## src/hdl/b32m_pkg.sv

```systemverilog
package b32m_pkg;

    localparam int PFX_MAX = 16;
    localparam int SYM_MAX = 128;

    localparam int PFX_IDX_W = (PFX_MAX > 1) ? $clog2(PFX_MAX) : 1;
    localparam int PFX_CNT_W = $clog2(PFX_MAX + 1);
    localparam int SEQ_W     = (PFX_CNT_W > 3) ? PFX_CNT_W : 3;

    localparam logic [1:0] ACT_PFX  = 2'd0;
    localparam logic [1:0] ACT_DATA = 2'd1;
    localparam logic [1:0] ACT_END  = 2'd2;

    localparam logic [2:0] ERR_NONE      = 3'd0;
    localparam logic [2:0] ERR_BAD_CHAR  = 3'd1;
    localparam logic [2:0] ERR_NO_PFX    = 3'd2;
    localparam logic [2:0] ERR_PFX_LONG  = 3'd3;
    localparam logic [2:0] ERR_DATA_LONG = 3'd4;
    localparam logic [2:0] ERR_OUT_LONG  = 3'd5;

    localparam logic [7:0] CHAR_SEP = 8'h31;
    localparam logic [7:0] CHAR_NUL = 8'h00;

    localparam logic [29:0] CHK_INIT     = 30'h1;
    localparam logic [29:0] BECH32M_XOR  = 30'h2bc830a3;
    localparam logic [29:0] GEN [5] = '{
        30'h3b6a57b2, 30'h26508e6d, 30'h1ea119fa, 30'h3d4233dd, 30'h2a1462b3
    };

    localparam logic [255:0] ALPHABET = "qpzry9x8gf2tvdw0s3jn54khce6mua7l";

    typedef enum logic [3:0] {
        ST_IDLE,
        ST_PFX,
        ST_REPLAY,
        ST_SEP,
        ST_SYM,
        ST_PAD,
        ST_ZERO,
        ST_CHK,
        ST_ERR
    } state_t;

    function automatic logic [29:0] poly_step(input logic [29:0] c);
        logic [29:0] r;
        r = {c[24:0], 5'b00000};
        for (int i = 0; i < 5; i++)
        begin
            if (c[25 + i])
            begin
                r = r ^ GEN[i];
            end
        end
        return r;
    endfunction

    function automatic logic [7:0] sym_char(input logic [4:0] s);
        logic [4:0] pos;
        pos = 5'd31 - s;
        return ALPHABET[{pos, 3'b000} +: 8];
    endfunction

endpackage

```

## src/hdl/bech32m_byte_encoder_core.sv

```systemverilog
// Bech32m string encoder. Send prefix characters (action 0), then data bytes (action 1),
// then an end marker (action 2); characters come out one per transfer and the final one
// has last set with the status. A single checksum step unit does all polynomial work,
// one 5-bit symbol per cycle while the output is not stalled, and the block takes no new
// item until the current one is done. A data byte gives one output per symbol produced;
// the first data byte also replays the prefix and sends the separator. End: the replay
// if still due, a pad symbol if bits are left, 6 checksum steps and 6 checksum outputs.
// Each output waits while a result is not taken.
module bech32m_byte_encoder_core (
    input  logic       clk,
    input  logic       rst_n,
    input  logic       in_valid,
    output logic       in_ready,
    input  logic [1:0] action,
    input  logic [7:0] value,
    output logic       out_valid,
    input  logic       out_ready,
    output logic [7:0] char_out,
    output logic       last,
    output logic [2:0] status,
    input  logic       cfg_we,
    input  logic [7:0] cfg_wdata
);

    b32m_pkg::state_t state_reg, state_next;

    logic [7:0]  limit_reg;
    logic [29:0] chk_reg, chk_next;
    logic [6:0]  pfx_store_reg [b32m_pkg::PFX_MAX];
    logic [b32m_pkg::PFX_CNT_W-1:0] pfx_cnt_reg, pfx_cnt_next;
    logic        data_ph_reg, data_ph_next;
    logic [11:0] bitbuf_reg, bitbuf_next;
    logic [3:0]  bitcnt_reg, bitcnt_next;
    logic [7:0]  sym_cnt_reg, sym_cnt_next;
    logic [2:0]  err_reg, err_next;
    logic [b32m_pkg::SEQ_W-1:0] seq_cnt_reg, seq_cnt_next;
    logic        end_reg, end_next;
    logic [7:0]  val_reg, val_next;

    logic        out_valid_reg, out_valid_next;
    logic [7:0]  char_out_reg, char_out_next;
    logic        last_reg, last_next;
    logic [2:0]  status_reg, status_next;

    logic        in_fire;
    logic        out_free;
    logic        out_load;
    logic        pfx_we;
    logic        bad_char;
    logic        pfx_full;
    logic        pad;
    logic [3:0]  bc_sum;
    logic [3:0]  bc_dec;
    logic [8:0]  sym_need;
    logic [8:0]  total;
    logic [2:0]  pfx_err;
    logic [2:0]  data_err;
    logic [2:0]  end_err;
    logic [b32m_pkg::PFX_IDX_W-1:0] rd_addr;
    logic [4:0]  step_sym;
    logic [29:0] chk_step;
    logic        replay_done;
    logic        seq_last;

    assign in_ready  = (state_reg == b32m_pkg::ST_IDLE);
    assign in_fire   = in_valid && in_ready;
    assign out_free  = !out_valid_reg || out_ready;
    assign out_valid = out_valid_reg;
    assign char_out  = char_out_reg;
    assign last      = last_reg;
    assign status    = status_reg;

    assign bad_char = (value < 8'd33) || (value > 8'd126) ||
                      ((value >= 8'd65) && (value <= 8'd90));
    assign pfx_full = (pfx_cnt_reg >= b32m_pkg::PFX_CNT_W'(b32m_pkg::PFX_MAX));
    assign pad      = (bitcnt_reg != 4'd0);
    assign bc_sum   = bitcnt_reg + 4'd8;
    assign bc_dec   = bitcnt_reg - 4'd5;
    assign sym_need = {1'b0, sym_cnt_reg} + ((bc_sum >= 4'd10) ? 9'd2 : 9'd1);
    assign total    = 9'(pfx_cnt_reg) + {1'b0, sym_cnt_reg} + {8'd0, pad} + 9'd8;
    assign rd_addr  = b32m_pkg::PFX_IDX_W'(seq_cnt_reg - b32m_pkg::SEQ_W'(1));
    assign replay_done = (seq_cnt_reg == b32m_pkg::SEQ_W'(pfx_cnt_reg));
    assign seq_last    = (seq_cnt_reg == b32m_pkg::SEQ_W'(5));

    // item checks, all settled before anything is emitted
    always_comb
    begin
        if (bad_char || data_ph_reg)
            pfx_err = b32m_pkg::ERR_BAD_CHAR;
        else if (pfx_full)
            pfx_err = b32m_pkg::ERR_PFX_LONG;
        else
            pfx_err = b32m_pkg::ERR_NONE;

        if (!data_ph_reg && (pfx_cnt_reg == '0))
            data_err = b32m_pkg::ERR_NO_PFX;
        else if (sym_need > 9'(b32m_pkg::SYM_MAX))
            data_err = b32m_pkg::ERR_DATA_LONG;
        else
            data_err = b32m_pkg::ERR_NONE;

        if (err_reg != b32m_pkg::ERR_NONE)
            end_err = err_reg;
        else if (!data_ph_reg && (pfx_cnt_reg == '0))
            end_err = b32m_pkg::ERR_NO_PFX;
        else if (pad && ({1'b0, sym_cnt_reg} >= 9'(b32m_pkg::SYM_MAX)))
            end_err = b32m_pkg::ERR_DATA_LONG;
        else if (total > {1'b0, limit_reg})
            end_err = b32m_pkg::ERR_OUT_LONG;
        else
            end_err = b32m_pkg::ERR_NONE;
    end

    // symbol fed to the shared checksum unit
    always_comb
    begin
        unique case (state_reg)
            b32m_pkg::ST_PFX:
                step_sym = {2'b00, val_reg[7:5]};
            b32m_pkg::ST_REPLAY:
                step_sym = (seq_cnt_reg == '0) ? 5'd0 : pfx_store_reg[rd_addr][4:0];
            b32m_pkg::ST_SYM:
                step_sym = 5'(bitbuf_reg >> bc_dec);
            b32m_pkg::ST_PAD:
                step_sym = 5'({bitbuf_reg[3:0], 5'b00000} >> bitcnt_reg);
            default:
                step_sym = 5'd0;
        endcase
    end

    assign chk_step = b32m_pkg::poly_step(chk_reg) ^ {25'd0, step_sym};

    // next state
    always_comb
    begin
        state_next = state_reg;
        unique case (state_reg)
            b32m_pkg::ST_IDLE:
            begin
                if (in_fire)
                begin
                    case (action)
                        b32m_pkg::ACT_PFX:
                            if (err_reg == b32m_pkg::ERR_NONE && pfx_err == b32m_pkg::ERR_NONE)
                                state_next = b32m_pkg::ST_PFX;
                        b32m_pkg::ACT_DATA:
                            if (err_reg == b32m_pkg::ERR_NONE && data_err == b32m_pkg::ERR_NONE)
                                state_next = data_ph_reg ? b32m_pkg::ST_SYM
                                                         : b32m_pkg::ST_REPLAY;
                        b32m_pkg::ACT_END:
                            if (end_err != b32m_pkg::ERR_NONE)
                                state_next = b32m_pkg::ST_ERR;
                            else if (!data_ph_reg)
                                state_next = b32m_pkg::ST_REPLAY;
                            else if (pad)
                                state_next = b32m_pkg::ST_PAD;
                            else
                                state_next = b32m_pkg::ST_ZERO;
                        default:
                            state_next = b32m_pkg::ST_IDLE;
                    endcase
                end
            end
            b32m_pkg::ST_PFX:
                if (out_free)
                    state_next = b32m_pkg::ST_IDLE;
            b32m_pkg::ST_REPLAY:
                if (replay_done)
                    state_next = b32m_pkg::ST_SEP;
            b32m_pkg::ST_SEP:
                if (out_free)
                    state_next = !end_reg ? b32m_pkg::ST_SYM
                               : (pad ? b32m_pkg::ST_PAD : b32m_pkg::ST_ZERO);
            b32m_pkg::ST_SYM:
                if (out_free && (bc_dec < 4'd5))
                    state_next = b32m_pkg::ST_IDLE;
            b32m_pkg::ST_PAD:
                if (out_free)
                    state_next = b32m_pkg::ST_ZERO;
            b32m_pkg::ST_ZERO:
                if (seq_last)
                    state_next = b32m_pkg::ST_CHK;
            b32m_pkg::ST_CHK:
                if (out_free && seq_last)
                    state_next = b32m_pkg::ST_IDLE;
            b32m_pkg::ST_ERR:
                if (out_free)
                    state_next = b32m_pkg::ST_IDLE;
            default:
                state_next = b32m_pkg::ST_IDLE;
        endcase
    end

    // datapath and outputs
    always_comb
    begin
        chk_next      = chk_reg;
        pfx_cnt_next  = pfx_cnt_reg;
        data_ph_next  = data_ph_reg;
        bitbuf_next   = bitbuf_reg;
        bitcnt_next   = bitcnt_reg;
        sym_cnt_next  = sym_cnt_reg;
        err_next      = err_reg;
        seq_cnt_next  = seq_cnt_reg;
        end_next      = end_reg;
        val_next      = val_reg;
        pfx_we        = 1'b0;
        out_load      = 1'b0;
        char_out_next = char_out_reg;
        last_next     = last_reg;
        status_next   = status_reg;

        unique case (state_reg)
            b32m_pkg::ST_IDLE:
            begin
                if (in_fire)
                begin
                    case (action)
                        b32m_pkg::ACT_PFX:
                            if (err_reg == b32m_pkg::ERR_NONE)
                            begin
                                err_next = pfx_err;
                                if (pfx_err == b32m_pkg::ERR_NONE)
                                begin
                                    pfx_we       = 1'b1;
                                    pfx_cnt_next = pfx_cnt_reg + b32m_pkg::PFX_CNT_W'(1);
                                    val_next     = value;
                                end
                            end
                        b32m_pkg::ACT_DATA:
                            if (err_reg == b32m_pkg::ERR_NONE)
                            begin
                                err_next = data_err;
                                if (data_err == b32m_pkg::ERR_NONE)
                                begin
                                    data_ph_next = 1'b1;
                                    bitbuf_next  = {bitbuf_reg[3:0], value};
                                    bitcnt_next  = bc_sum;
                                    seq_cnt_next = '0;
                                    end_next     = 1'b0;
                                end
                            end
                        b32m_pkg::ACT_END:
                        begin
                            err_next     = end_err;
                            seq_cnt_next = '0;
                            end_next     = 1'b1;
                        end
                        default:
                            end_next = end_reg;
                    endcase
                end
            end
            b32m_pkg::ST_PFX:
                if (out_free)
                begin
                    chk_next      = chk_step;
                    out_load      = 1'b1;
                    char_out_next = val_reg;
                    last_next     = 1'b0;
                    status_next   = b32m_pkg::ERR_NONE;
                end
            b32m_pkg::ST_REPLAY:
            begin
                chk_next     = chk_step;
                seq_cnt_next = replay_done ? '0 : seq_cnt_reg + b32m_pkg::SEQ_W'(1);
            end
            b32m_pkg::ST_SEP:
                if (out_free)
                begin
                    data_ph_next  = 1'b1;
                    out_load      = 1'b1;
                    char_out_next = b32m_pkg::CHAR_SEP;
                    last_next     = 1'b0;
                    status_next   = b32m_pkg::ERR_NONE;
                end
            b32m_pkg::ST_SYM:
                if (out_free)
                begin
                    chk_next      = chk_step;
                    bitcnt_next   = bc_dec;
                    sym_cnt_next  = sym_cnt_reg + 8'd1;
                    out_load      = 1'b1;
                    char_out_next = b32m_pkg::sym_char(step_sym);
                    last_next     = 1'b0;
                    status_next   = b32m_pkg::ERR_NONE;
                end
            b32m_pkg::ST_PAD:
                if (out_free)
                begin
                    chk_next      = chk_step;
                    bitcnt_next   = 4'd0;
                    sym_cnt_next  = sym_cnt_reg + 8'd1;
                    seq_cnt_next  = '0;
                    out_load      = 1'b1;
                    char_out_next = b32m_pkg::sym_char(step_sym);
                    last_next     = 1'b0;
                    status_next   = b32m_pkg::ERR_NONE;
                end
            b32m_pkg::ST_ZERO:
            begin
                chk_next     = seq_last ? (chk_step ^ b32m_pkg::BECH32M_XOR) : chk_step;
                seq_cnt_next = seq_last ? '0 : seq_cnt_reg + b32m_pkg::SEQ_W'(1);
            end
            b32m_pkg::ST_CHK:
                if (out_free)
                begin
                    chk_next      = {chk_reg[24:0], 5'b00000};
                    seq_cnt_next  = seq_cnt_reg + b32m_pkg::SEQ_W'(1);
                    out_load      = 1'b1;
                    char_out_next = b32m_pkg::sym_char(chk_reg[29:25]);
                    last_next     = seq_last;
                    status_next   = b32m_pkg::ERR_NONE;
                end
            b32m_pkg::ST_ERR:
                if (out_free)
                begin
                    out_load      = 1'b1;
                    char_out_next = b32m_pkg::CHAR_NUL;
                    last_next     = 1'b1;
                    status_next   = err_reg;
                end
            default:
                out_load = 1'b0;
        endcase

        // message done: back to a fresh message
        if (out_load && last_next)
        begin
            chk_next     = b32m_pkg::CHK_INIT;
            pfx_cnt_next = '0;
            data_ph_next = 1'b0;
            bitbuf_next  = '0;
            bitcnt_next  = '0;
            sym_cnt_next = '0;
            err_next     = b32m_pkg::ERR_NONE;
            seq_cnt_next = '0;
        end

        out_valid_next = out_load || (out_valid_reg && !out_ready);
    end

    always_ff @(posedge clk or negedge rst_n)
    begin
        if (!rst_n)
        begin
            state_reg     <= b32m_pkg::ST_IDLE;
            limit_reg     <= 8'd255;
            chk_reg       <= b32m_pkg::CHK_INIT;
            pfx_cnt_reg   <= '0;
            data_ph_reg   <= 1'b0;
            bitbuf_reg    <= '0;
            bitcnt_reg    <= '0;
            sym_cnt_reg   <= '0;
            err_reg       <= b32m_pkg::ERR_NONE;
            seq_cnt_reg   <= '0;
            end_reg       <= 1'b0;
            out_valid_reg <= 1'b0;
        end
        else
        begin
            state_reg     <= state_next;
            if (cfg_we)
            begin
                limit_reg <= cfg_wdata;
            end
            chk_reg       <= chk_next;
            pfx_cnt_reg   <= pfx_cnt_next;
            data_ph_reg   <= data_ph_next;
            bitbuf_reg    <= bitbuf_next;
            bitcnt_reg    <= bitcnt_next;
            sym_cnt_reg   <= sym_cnt_next;
            err_reg       <= err_next;
            seq_cnt_reg   <= seq_cnt_next;
            end_reg       <= end_next;
            out_valid_reg <= out_valid_next;
        end
    end

    always_ff @(posedge clk)
    begin
        val_reg      <= val_next;
        char_out_reg <= char_out_next;
        last_reg     <= last_next;
        status_reg   <= status_next;
        if (pfx_we)
        begin
            pfx_store_reg[pfx_cnt_reg[b32m_pkg::PFX_IDX_W-1:0]] <= value[6:0];
        end
    end

`ifndef NO_ASSERTIONS
    // a waiting result is never overwritten
    a_no_overwrite: assert property (@(posedge clk) disable iff (!rst_n)
        out_load |-> out_free)
        else $error("result register loaded while a result is waiting");

    // error status only on the final result
    a_status_last: assert property (@(posedge clk) disable iff (!rst_n)
        (out_valid && (status != b32m_pkg::ERR_NONE)) |-> last)
        else $error("error status on a non-final result");

    // prefix count stays within the store
    a_pfx_bound: assert property (@(posedge clk) disable iff (!rst_n)
        pfx_cnt_reg <= b32m_pkg::PFX_CNT_W'(b32m_pkg::PFX_MAX))
        else $error("prefix count beyond the store");

    // leftover bits never form a whole symbol between items
    a_bits_left: assert property (@(posedge clk) disable iff (!rst_n)
        (state_reg == b32m_pkg::ST_IDLE) |-> (bitcnt_reg < 4'd5))
        else $error("whole symbol left in the bit buffer");

    // the symbol count never passes its limit
    a_sym_bound: assert property (@(posedge clk) disable iff (!rst_n)
        {1'b0, sym_cnt_reg} <= 9'(b32m_pkg::SYM_MAX))
        else $error("symbol count beyond limit");
`endif

endmodule

```

## config.mk

```make
export PLATFORM = sky130hd
export DESIGN_NAME = bech32m_byte_encoder_core
export DESIGN_NICKNAME = d
export VERILOG_FILES = /design/src/hdl/b32m_pkg.sv /design/src/hdl/bech32m_byte_encoder_core.sv
export SDC_FILE = /design/constraint.sdc
export NUM_CORES = 1
export LEC_CHECK = 0
export BUFFER_PORTS_ARGS = -buffer_cell sky130_fd_sc_hd__buf_2
export CELL_PAD_IN_SITES_DETAIL_PLACEMENT = 2
export CELL_PAD_IN_SITES_GLOBAL_PLACEMENT = 2
export CORE_ASPECT_RATIO = 0.75
export CORE_MARGIN = 1
export CORE_UTILIZATION = 44
export CTS_BUF_LIST = sky130_fd_sc_hd__clkbuf_8
export CTS_CLUSTER_SIZE = 30
export DETAILED_ROUTE_END_ITERATION = 12
export PLACE_DENSITY = 0.83
export SYNTH_ARGS = -nofsm -noshare
export SYNTH_HDL_FRONTEND = slang
export SYNTH_SLANG_ARGS = --single-unit
```

## constraint.sdc

```tcl
create_clock -name clk -period 6.5 [get_ports clk]
set_clock_uncertainty 0.15 [all_clocks]
set_input_delay 1.3 -clock clk [delete_from_list [all_inputs] [get_ports clk]]
set_output_delay 1.3 -clock clk [all_outputs]
set_load 0.01 [all_outputs]
```

==> results of run 1 <==
final cells by class:
| class | count | area [µm²] | share of cell area, % |
|---|---|---|---|
| Clock inverter | 13 | 123 | 1.08 |
| Multi-Input combinational cell | 712 | 5150 | 45.4 |
| Sequential cell | 182 | 5060 | 44.6 |
| Tap cell | 300 | 375 | 3.31 |
| Inverter | 37 | 139 | 1.22 |
| Timing Repair Buffer | 47 | 265 | 2.34 |
| Clock buffer | 17 | 234 | 2.06 |
cells in the final DEF, fill, tap and decap left out, drive strengths merged, types with 4 or more instances in the layout:
cell	n
o21ai	57
dfstp	9
xnor2	36
and2	15
buf	47
o21a	4
edfxtp	99
a31oi	8
a211oi	23
ha	37
o31ai	4
o22ai	10
nor2	92
or4	4
nor3	19
clkbuf	17
mux2i	31
nand3b	4
dfrtp	73
clkinvlp	4
nand3	23
a21oi	49
and3	13
nand4	6
o211ai	4
nand2	96
nand2b	13
xor2	36
nor4	7
inv	42
mux4	29
a21o	11
a22oi	6
mux2	5
nor2b	14
or3	5
power groups by stage:
stage                     Clock (mW)  Combinational (mW)  Sequential (mW)
final                          0.758                2.92             1.78
after global routing           0.803                3.20             1.80
after detailed placement           0                2.89             1.79
after global placement             0                2.72             1.76
after floorplan                    0                2.24             1.63
after CTS                      0.770                2.93             1.77
stage by stage:
stage	util [%]	hold slack [ns]	total power [mW]	setup slack, ns	std cells
6_report	48.7	0.327	5.46	0.858	1308
2_1_floorplan	-	0.329	3.88	1.96	985
3_5_place_dp	47.2	0.321	4.68	1.01	1278
4_1_cts	48.7	0.328	5.47	0.942	1308
5_1_grt	48.7	0.366	5.80	0.474	1308
3_3_place_gp	47.2	0.307	4.48	1.35	1278
routing by layer:
metal  global-route usage [%]  share of wire, %  vias to the layer above  wire [µm]
li1                         -                 -                     3618          -
met1                     40.4                47                     4320      16300
met2                     47.2                46                      221      16000
met3                     5.44               4.8                       43       1640
met4                     6.98               1.6                        0        539
met5                        0                 0                        -          0
logic make-up after synthesis:
| group | Yosys count | synth area share (%) |
|---|---|---|
| AO/OA/AOI/OAI | 212 | 13.2 |
| XOR/XNOR | 72 | 6.04 |
| adder cells (fa/ha/maj) | 40 | 4.95 |
| buffers and inverters | 91 | 3.50 |
| flip-flops | 182 | 47.9 |
| multiplexers | 65 | 9.66 |
| AND/OR/NAND/NOR | 323 | 14.8 |
how the worst max path moves through the flow:
stage             startpoint           end  slack (ns)  cells after the start
3_5_place_dp   bitcnt_reg[0]  state_reg[1]        1.01                     22
3_3_place_gp   bitcnt_reg[0]  state_reg[1]        1.35                     21
5_1_grt        bitcnt_reg[0]  state_reg[1]        0.47                     22
4_1_cts        bitcnt_reg[0]  state_reg[1]        0.94                     22
2_1_floorplan  bitcnt_reg[0]  state_reg[1]        1.96                     22
6_report       bitcnt_reg[0]  state_reg[1]        0.86                     22
critical path, delay by kind of cell, from the launching register on:
family / cells / cell delay (ns)
compound gates: 7 / 1.16
xor+xnor: 1 / 0.15
fa+ha+maj: 5 / 1.33
buf+inv: 2 / 0.81
flops: 1 / 0.87
simple gates: 7 / 1.10
==> flow_metrics.env, run 1 <==
export IMPL_min_to="last"
export IMPL_yosysUniqueCellTypes=79
export IMPL_finalCritPeriodShare_pct=86.8
export IMPL_rows=48
export IMPL_core_area_mm2=0.0233
export IMPL_p_switching_mw=2.51
export IMPL_slew_headroom_pct=14.0
export IMPL_initial_core_util_pct=45.3
export IMPL_cts_buffer_depth=2
export IMPL_ctsResizeCount=0
export IMPL_clkLatencyLatePin_ns=0.49
export IMPL_drt_initial_drc_count=559
export IMPL_dieArea_mm2=0.0246
export IMPL_worst_slew_pin_slew_ns=1.29
export IMPL_grt_pass1_wl_um=53200
export IMPL_die_x_um=181
export IMPL_cts_sinks=182
export IMPL_antenna_found_initial=0
export IMPL_fin_area_mm2=0.0113
export IMPL_dr_pass1_iters=4
export IMPL_grt_max_degree=52
export IMPL_synthTopCellsByArea="edfxtp_1 (28%), dfrtp_1 (17%), mux4_2 (6.2%)"
export IMPL_vias_per_cell=6.27
export IMPL_synth_common_cells="edfxtp_1 (99), nand2_1 (96), nor2_1 (91), dfrtp_1 (73), o21ai_0 (55)"
export IMPL_p_leak_nw=4.46
export IMPL_synth_edff_count=99
export IMPL_grt_total_usage_pct=29.1
export IMPL_cp_slowest_stage_delay_ns=0.87
export IMPL_path_common_cell="ha_1"
export IMPL_p_clk_share_pct=13.9
export IMPL_power_internal_mw=2.95
export IMPL_fin_setup_tns_ns=0
export IMPL_worstReg2RegEnd="state_reg[1]"
export IMPL_first_global_vias=8758
export IMPL_critPathLaunchType="register"
export IMPL_ir_drop_uv=164
export IMPL_area_growth_pct=7.44
export IMPL_worstRegToRegCells=22
export IMPL_synthFlopType="edfxtp_1"
export IMPL_die_h_um=136
export IMPL_portBuffers=36
export IMPL_synthMostInstantiatedCell="edfxtp_1"
export IMPL_gp_congestion=0.906
export IMPL_largest_reg_flops=80
export IMPL_routed_wl_um=34500
export IMPL_avgSynthCellArea_um2=10.7
export IMPL_worstSetupPathType="reg2reg"
export IMPL_ys_ff_latch=182
export IMPL_num_antenna_cells=0
export IMPL_regToRegSetupSlack_ns=0.86
export IMPL_crit_chain="clkinv_1 > ha_1 > and2_1 > inv_1 > fa_1 > ha_1 > fa_1 > a21oi_1 > nor2_1 > nor2_1 > nor2b_1 > o21ai_0 > xnor2_1 > ha_1 > and3_1 > nand4_1 > o21ai_0 > a21oi_1 > or2_2 > o311a_1 > a211oi_1 > o22a_1"
export IMPL_yosysTopAreaCell="edfxtp_1"
export IMPL_p_sw_share_pct=46.0
export IMPL_drive_gt1_share_pct=13.3
export IMPL_drtAntennaViolNets=0
export IMPL_cts_buffers=17
export IMPL_placed_area_mm2=0.0110
export IMPL_netlist_area_mm2=0.0106
export IMPL_synth_yosys_seq_area_share_pct=47.9
export IMPL_synth_cells=985
export IMPL_overflow=0
export IMPL_hold_start="last"
export IMPL_combPwrFrac_pct=53.6
export IMPL_status="finished clean"
export IMPL_ys_warn_count=0
export IMPL_crit_slowest_cell="dfrtp_1"
export IMPL_path_clk_slew_ns=0.10
export IMPL_vias=8202
export IMPL_holdPathStages=2
export IMPL_cp_end_kind="register"
export IMPL_io_pin_count=37
export IMPL_netlist_area_leader_share_pct=28.2
export IMPL_fill_cells=2384
export IMPL_synth_nets=1048
export IMPL_rr_startpoint="bitcnt_reg[0]"
export IMPL_worstHoldPathType="reg2reg"
export IMPL_cts_root_buffer="clkbuf_8"
export IMPL_cap_viol_max_count=0
export IMPL_dp_hpwl_um=24500
export IMPL_slew_viol_final=0
export IMPL_finalHoldViolCount=0
export IMPL_p_per_area_mw_per_mm2=481
export IMPL_cts_hold_fix_buffers=0
export IMPL_rsz0062_at_grt="no"
export IMPL_cp_max_fo=18
export IMPL_async_flop_share_pct=45.1
export IMPL_crit_required_ns=6.77
export IMPL_cts_tree="done"
export IMPL_cts_setup_buffers=0
export IMPL_finalSetupViolCount=0
export IMPL_seqPwrFrac_pct=32.5
export IMPL_crit_arrival_ns=5.91
export IMPL_wl_per_cell_um=26.3
export IMPL_max_freq_ghz=0.177
export IMPL_nets=1060
export IMPL_htreeDepth=4
export IMPL_drc=0
export IMPL_finalWorstPathRequiredPeriod_ns=5.64
Note: power is estimated with default switching activity, not from simulation.
==> run 2: changes to the inputs <==
Settings changed: CELL_PAD_IN_SITES_DETAIL_PLACEMENT 2 to 0, CELL_PAD_IN_SITES_GLOBAL_PLACEMENT 2 to 1, CORE_UTILIZATION 44 to 52.
==> run 2 against run 1 <==
  * Global-route usage is 3.2 points lower
  * Utilization is 9.2 points higher
  * First-iteration DRC count is 42% higher
  * The run now ends with DRC left
  * Highest routed layer unchanged
  * Critical path depth stayed put
  * Hold slack better by 0.0066 ns
  * Critical endpoint unchanged
  * Fmax is 6.7% higher
  * Clock power is 9.2% higher
==> flow_metrics.env, run 2 (same netlist as run 1, synthesis figures left out) <==
export IMPL_die_h_um=125
export IMPL_clkLatencyLatePin_ns=0.48
export IMPL_finalHoldViolCount=0
export IMPL_fill_cells=1649
export IMPL_crit_buf_inv=2
export IMPL_cp_end_kind="register"
export IMPL_wl_per_cell_um=20.6
export IMPL_cts_setup_buffers=0
export IMPL_worstSetupPathType="reg2reg"
export IMPL_path_common_cell="ha_1"
export IMPL_ir_drop_uv=207
export IMPL_cts_root_buffer="clkbuf_8"
export IMPL_regToRegSetupSlack_ns=1.21
export IMPL_htreeDepth=4
export IMPL_placed_area_mm2=0.0109
export IMPL_multi_input_area_mm2=0.00514
export IMPL_drt_initial_drc_count=794
export IMPL_first_global_vias=7308
export IMPL_cp_slowest_stage_delay_ns=0.65
export IMPL_p_leak_nw=4.49
export IMPL_crit_family="adder cells"
export IMPL_grt_max_degree=55
export IMPL_overflow=0
export IMPL_nets=1059
export IMPL_cp_startpoint="bitcnt_reg[0]"
export IMPL_vias=7706
export IMPL_rows=44
export IMPL_dieArea_mm2=0.0209
export IMPL_drive_gt1_share_pct=13.4
export IMPL_cp_max_fo=18
export IMPL_crit_required_ns=6.78
export IMPL_fin_area_mm2=0.0113
export IMPL_cts_hold_fix_buffers=0
export IMPL_mostFrequentLayoutCells="edfxtp_1 (99), nand2_1 (96), nor2_1 (90)"
export IMPL_path_depth=22
export IMPL_cts_buffers=17
export IMPL_die_x_um=167
export IMPL_ctsResizeCount=0
export IMPL_slew_headroom_pct=28.1
export IMPL_grt_total_usage_pct=25.9
export IMPL_antenna_found_initial=0
export IMPL_cts_tree="done"
export IMPL_worstHoldPathType="reg2reg"
export IMPL_routed_wl_um=26000
export IMPL_crit_slowest_cell="dfrtp_1"
export IMPL_slew_viol_final=0
export IMPL_p_per_area_mw_per_mm2=451
export IMPL_fin_util_pct=57.9
export IMPL_endpoint="state_reg[1]"
export IMPL_max_freq_ghz=0.189
export IMPL_core_area_mm2=0.0196
export IMPL_area_growth_pct=7.49
export IMPL_crit_chain="clkinv_1 > ha_1 > and2_1 > inv_1 > fa_1 > ha_1 > fa_1 > a21oi_1 > nor2_1 > nor2_1 > nor2b_1 > o21ai_0 > xnor2_1 > ha_1 > and3_1 > nand4_1 > o21ai_0 > a21oi_1 > or2_2 > o311a_1 > a211oi_1 > o22a_1"
export IMPL_seq_area_mm2=0.00506
export IMPL_mostFrequentLayoutCell="edfxtp_1"
export IMPL_largest_reg_flops=80
export IMPL_finalSetupViolCount=0
export IMPL_rsz0062_at_grt="no"
export IMPL_rr_startpoint="bitcnt_reg[0]"
export IMPL_cap_viol_max_count=0
export IMPL_cts_sinks=182
export IMPL_worstReg2RegEnd="state_reg[1]"
export IMPL_portBuffers=36
export IMPL_dr_pass1_iters=9
export IMPL_initial_core_util_pct=53.9
export IMPL_num_antenna_cells=0
export IMPL_io_pin_count=37
export IMPL_vias_per_cell=6.11
export IMPL_worst_slew_pin_slew_ns=1.07
export IMPL_grt_pass1_wl_um=41400
export IMPL_drc=5
export IMPL_worstRegToRegCells=22
export IMPL_fin_setup_tns_ns=0
export IMPL_gp_congestion=0.900
export IMPL_crit_arrival_ns=5.56
export IMPL_finalCritPeriodShare_pct=81.4
export IMPL_cts_buffer_depth=2
export IMPL_drtAntennaViolNets=0
export IMPL_path_clk_slew_ns=0.11
export IMPL_violations="DRC"
export IMPL_critPathLaunchType="register"
export IMPL_finalWorstPathRequiredPeriod_ns=5.29
export IMPL_dp_hpwl_um=18200
export IMPL_status="complete, but fails checks"
==> run 2: changes by cell type in the layout (fill, tap and decap cells not counted), sizes merged <==
cell and delta:
buf -1, clkinv +4, clkinvlp -3, inv +1
==> run 2: per-stage QoR <==
stage | cells | setup WS [ns] | hold slack [ns] | power, mW
2_1_floorplan | 985 | 1.96 | 0.329 | 3.88
6_report | 1262 | 1.21 | 0.333 | 5.12
4_1_cts | 1262 | 1.20 | 0.334 | 5.12
3_5_place_dp | 1230 | 1.24 | 0.318 | 4.29
5_1_grt | 1262 | 0.814 | 0.390 | 5.51
3_3_place_gp | 1230 | 1.41 | 0.315 | 4.25
==> run 2: worst min path at each step <==
stage	startpoint	end	slack, ns	depth (start not counted)
floorplan	last	last	0.33	2
global placement	last	last	0.31	2
detailed placement	last	last	0.32	2
CTS	last	last	0.33	2
global route	last	last	0.39	2
finish	last	last	0.33	2
==> run 2: area by class of cell <==
| class | count | area share (%) |
|---|---|---|
| multi-input combinational | 712 | 45.3 |
| sequential | 182 | 44.5 |
| tap | 253 | 2.79 |
| timing repair buffer | 46 | 2.27 |
| clock buffer | 17 | 2.06 |
| clock inverter | 15 | 1.77 |
| inverter | 37 | 1.22 |
==> run 2: worst reg2reg max path: stages, from the launching register on <==
cell and delay, ns:
dfrtp_1 0.65, clkinv_1 0.35, ha_1 0.19, and2_1 0.23, inv_1 0.14, fa_1 0.40
ha_1 0.22, fa_1 0.41, a21oi_1 0.16, nor2_1 0.05, nor2_1 0.15, nor2b_1 0.06
o21ai_0 0.19, xnor2_1 0.10, ha_1 0.30, and3_1 0.17, nand4_1 0.09, o21ai_0 0.07
a21oi_1 0.11, or2_2 0.32, o311a_1 0.35, a211oi_1 0.22, o22a_1 0.16
==> run 2: layer usage <==
layer / vias up / GRT usage (%) / part of all wire (%)
met2: 280 / 35.5 / 42
met3: 18 / 6.30 / 7.7
met4: 0 / 5.61 / 1.0
li1: 3616 / - / -
met5: - / 0 / 0
met1: 3792 / 40.9 / 50
==> run 2: where the power goes <==
group	switching, mW	internal (mW)	total [mW]	leakage (nW)
Clock	0.496	0.333	0.828	0.216
Sequential	0.283	1.46	1.75	1.92
Combinational	1.45	1.09	2.54	2.35
Total	2.23	2.89	5.12	4.49
==> run 3: changes to the inputs <==
Clock period 6.5 ns to 5.02 ns, I/O delays scaled along.
==> run 3 against run 2 <==
  * The flow still finishes with violations (DRC)
  * Setup slack got worse by 0.91 ns
  * Fmax increased by 12%
  * Die area stayed put
  * Sequential power up 28%
  * Via count is 0.31% higher
  * Clock power rose by 23%
  * Flip-flop and latch count did not move
  * Hold slack got worse by 0.012 ns
  * Largest power group unchanged
  * Highest routed layer is now met5
==> flow_metrics.env, run 3 (same netlist as run 1, synthesis figures left out) <==
export IMPL_slew_headroom_pct=41.6
export IMPL_cts_sinks=182
export IMPL_cts_tree="done"
export IMPL_multi_input_area_mm2=0.00515
export IMPL_finalWorstPathRequiredPeriod_ns=4.72
export IMPL_core_area_mm2=0.0196
export IMPL_drive_gt1_share_pct=14.9
export IMPL_max_freq_ghz=0.212
export IMPL_num_antenna_cells=0
export IMPL_worstRegToRegCells=21
export IMPL_critPathLaunchType="register"
export IMPL_cts_buffer_depth=2
export IMPL_mostFrequentLayoutCells="edfxtp_1 (99), nand2_1 (96), nor2_1 (90)"
export IMPL_drc=4
export IMPL_status="complete, but fails checks"
export IMPL_rr_startpoint="bitcnt_reg[1]"
export IMPL_overflow=0
export IMPL_p_per_area_mw_per_mm2=581
export IMPL_finalHoldViolCount=0
export IMPL_nets=1075
export IMPL_hold_start="last"
export IMPL_fin_util_pct=58.4
export IMPL_path_clk_slew_ns=0.11
export IMPL_largest_reg_flops=80
export IMPL_layout_cells_non_filler=1278
export IMPL_wl_met1_um=13000
export IMPL_vias_per_cell=6.05
export IMPL_fin_setup_tns_ns=0
export IMPL_slew_viol_final=0
export IMPL_drtAntennaViolNets=0
export IMPL_cts_buffers=17
export IMPL_crit_slowest_cell="dfrtp_1"
export IMPL_area_growth_pct=8.32
export IMPL_mostFrequentLayoutCell="edfxtp_1"
export IMPL_wl_per_cell_um=20.6
export IMPL_worst_slew_pin_slew_ns=0.876
export IMPL_wl_met3_um=2040
export IMPL_crit_arrival_ns=4.99
export IMPL_cp_slowest_stage_delay_ns=0.40
export IMPL_worstSetupPathType="reg2reg"
export IMPL_die_h_um=125
export IMPL_gp_congestion=0.939
export IMPL_placed_cells=1246
export IMPL_die_x_um=167
export IMPL_portBuffers=36
export IMPL_crit_required_ns=5.29
export IMPL_antenna_found_initial=0
export IMPL_cp_end_kind="register"
export IMPL_p_leak_nw=4.56
export IMPL_worstHoldPathType="reg2reg"
export IMPL_path_common_cell="ha_1"
export IMPL_cp_max_fo=6
export IMPL_min_to="last"
export IMPL_route_met2_wl_um=10800
export IMPL_finalSetupViolCount=0
export IMPL_violations="DRC"
export IMPL_worstReg2RegEnd="state_reg[1]"
export IMPL_ir_drop_uv=235
export IMPL_holdPathStages=2
export IMPL_grt_pass1_wl_um=42300
export IMPL_dieArea_mm2=0.0209
export IMPL_grt_max_degree=53
export IMPL_htreeDepth=4
export IMPL_seq_area_mm2=0.00506
export IMPL_first_global_vias=7449
export IMPL_finalCritPeriodShare_pct=94.1
export IMPL_highest_layer="met5"
export IMPL_drt_initial_drc_count=733
export IMPL_io_pin_count=37
export IMPL_initial_core_util_pct=53.9
export IMPL_rows=44
export IMPL_fill_cells=1666
export IMPL_regToRegSetupSlack_ns=0.30
export IMPL_rsz0062_at_grt="no"
export IMPL_cap_viol_max_count=0
export IMPL_routed_wl_um=26400
export IMPL_cts_setup_buffers=0
export IMPL_clkLatencyLatePin_ns=0.47
export IMPL_dr_pass1_iters=11
export IMPL_vias=7730
export IMPL_crit_chain="inv_2 > ha_1 > and2_2 > inv_1 > fa_1 > ha_1 > fa_1 > a21oi_1 > nor2_1 > nor2_1 > nor2b_1 > o21ai_0 > xnor2_1 > ha_1 > a21o_1 > o21ai_0 > a21oi_1 > or2_2 > o311a_1 > a211oi_1 > o22a_1"
export IMPL_dp_hpwl_um=18700
export IMPL_grt_total_usage_pct=26.5
export IMPL_cts_root_buffer="clkbuf_8"
run 3: cell count changes in the layout (fill, tap and decap cells not counted), sizes merged:
cell,before,now
buf,46,62
inv,43,45
bufinv,1,0
clkinvlp,1,0
run 3: where the power goes:
part | switching [mW] | total (mW) | internal, mW
Sequential | 0.343 | 2.24 | 1.90
Combinational | 1.93 | 3.38 | 1.45
Clock | 0.642 | 1.02 | 0.382
run 3: critical path, delay by kind of cell (launching register included):
| family | cells | cell delay (ns) |
|---|---|---|
| AOI/OAI and AO/OA | 8 | 1.54 |
| adders and majority gates | 5 | 1.40 |
| and+or+nand+nor | 5 | 0.78 |
| DFF | 1 | 0.40 |
| buffers and inverters | 2 | 0.22 |
| xor gates and xnor gates | 1 | 0.15 |
run 3: per-stage QoR:
step | setup WS, ns | hold slack [ns] | area [µm²] | power [mW]
3_5_place_dp | 0.266 | 0.306 | 11000 | 5.61
5_1_grt | 0.0400 | 0.340 | 11400 | 7.15
2_1_floorplan | 0.482 | 0.329 | 10600 | 5.02
4_1_cts | 0.219 | 0.322 | 11400 | 6.64
6_report | 0.299 | 0.322 | 11400 | 6.64
3_3_place_gp | 0.379 | 0.307 | 11000 | 5.55
run 3: worst max path at each step:
| stage | start | cells past startpoint | to | slack [ns] |
|---|---|---|---|---|
| after floorplan | bitcnt_reg[0] | 22 | state_reg[1] | 0.48 |
| after global placement | bitcnt_reg[1] | 21 | state_reg[1] | 0.38 |
| after detailed placement | bitcnt_reg[1] | 21 | state_reg[1] | 0.27 |
| after CTS | bitcnt_reg[1] | 21 | state_reg[1] | 0.22 |
| after global routing | bitcnt_reg[3] | 20 | state_reg[1] | 0.04 |
| final | bitcnt_reg[1] | 21 | state_reg[1] | 0.30 |
run 3: per-layer routing:
layer | vias to the layer above | track usage [%]
li1 | 3645 | -
met1 | 3764 | 41.1
met2 | 285 | 36.3
met3 | 34 | 6.65
met4 | 2 | 6.75
met5 | - | 3.20
run 3: timing repair:
item                       CTS  global route
resized for setup            0             2
setup endpoints to repair    0             2
hold buffers                 0             0
run 3: layout make-up:
type | instances | area share, %
timing repair buffer | 62 | 3.30
tap | 253 | 2.77
sequential | 182 | 44.2
inverter | 37 | 1.21
multi-input combinational | 712 | 45.0
clock inverter | 15 | 1.47
clock buffer | 17 | 2.05
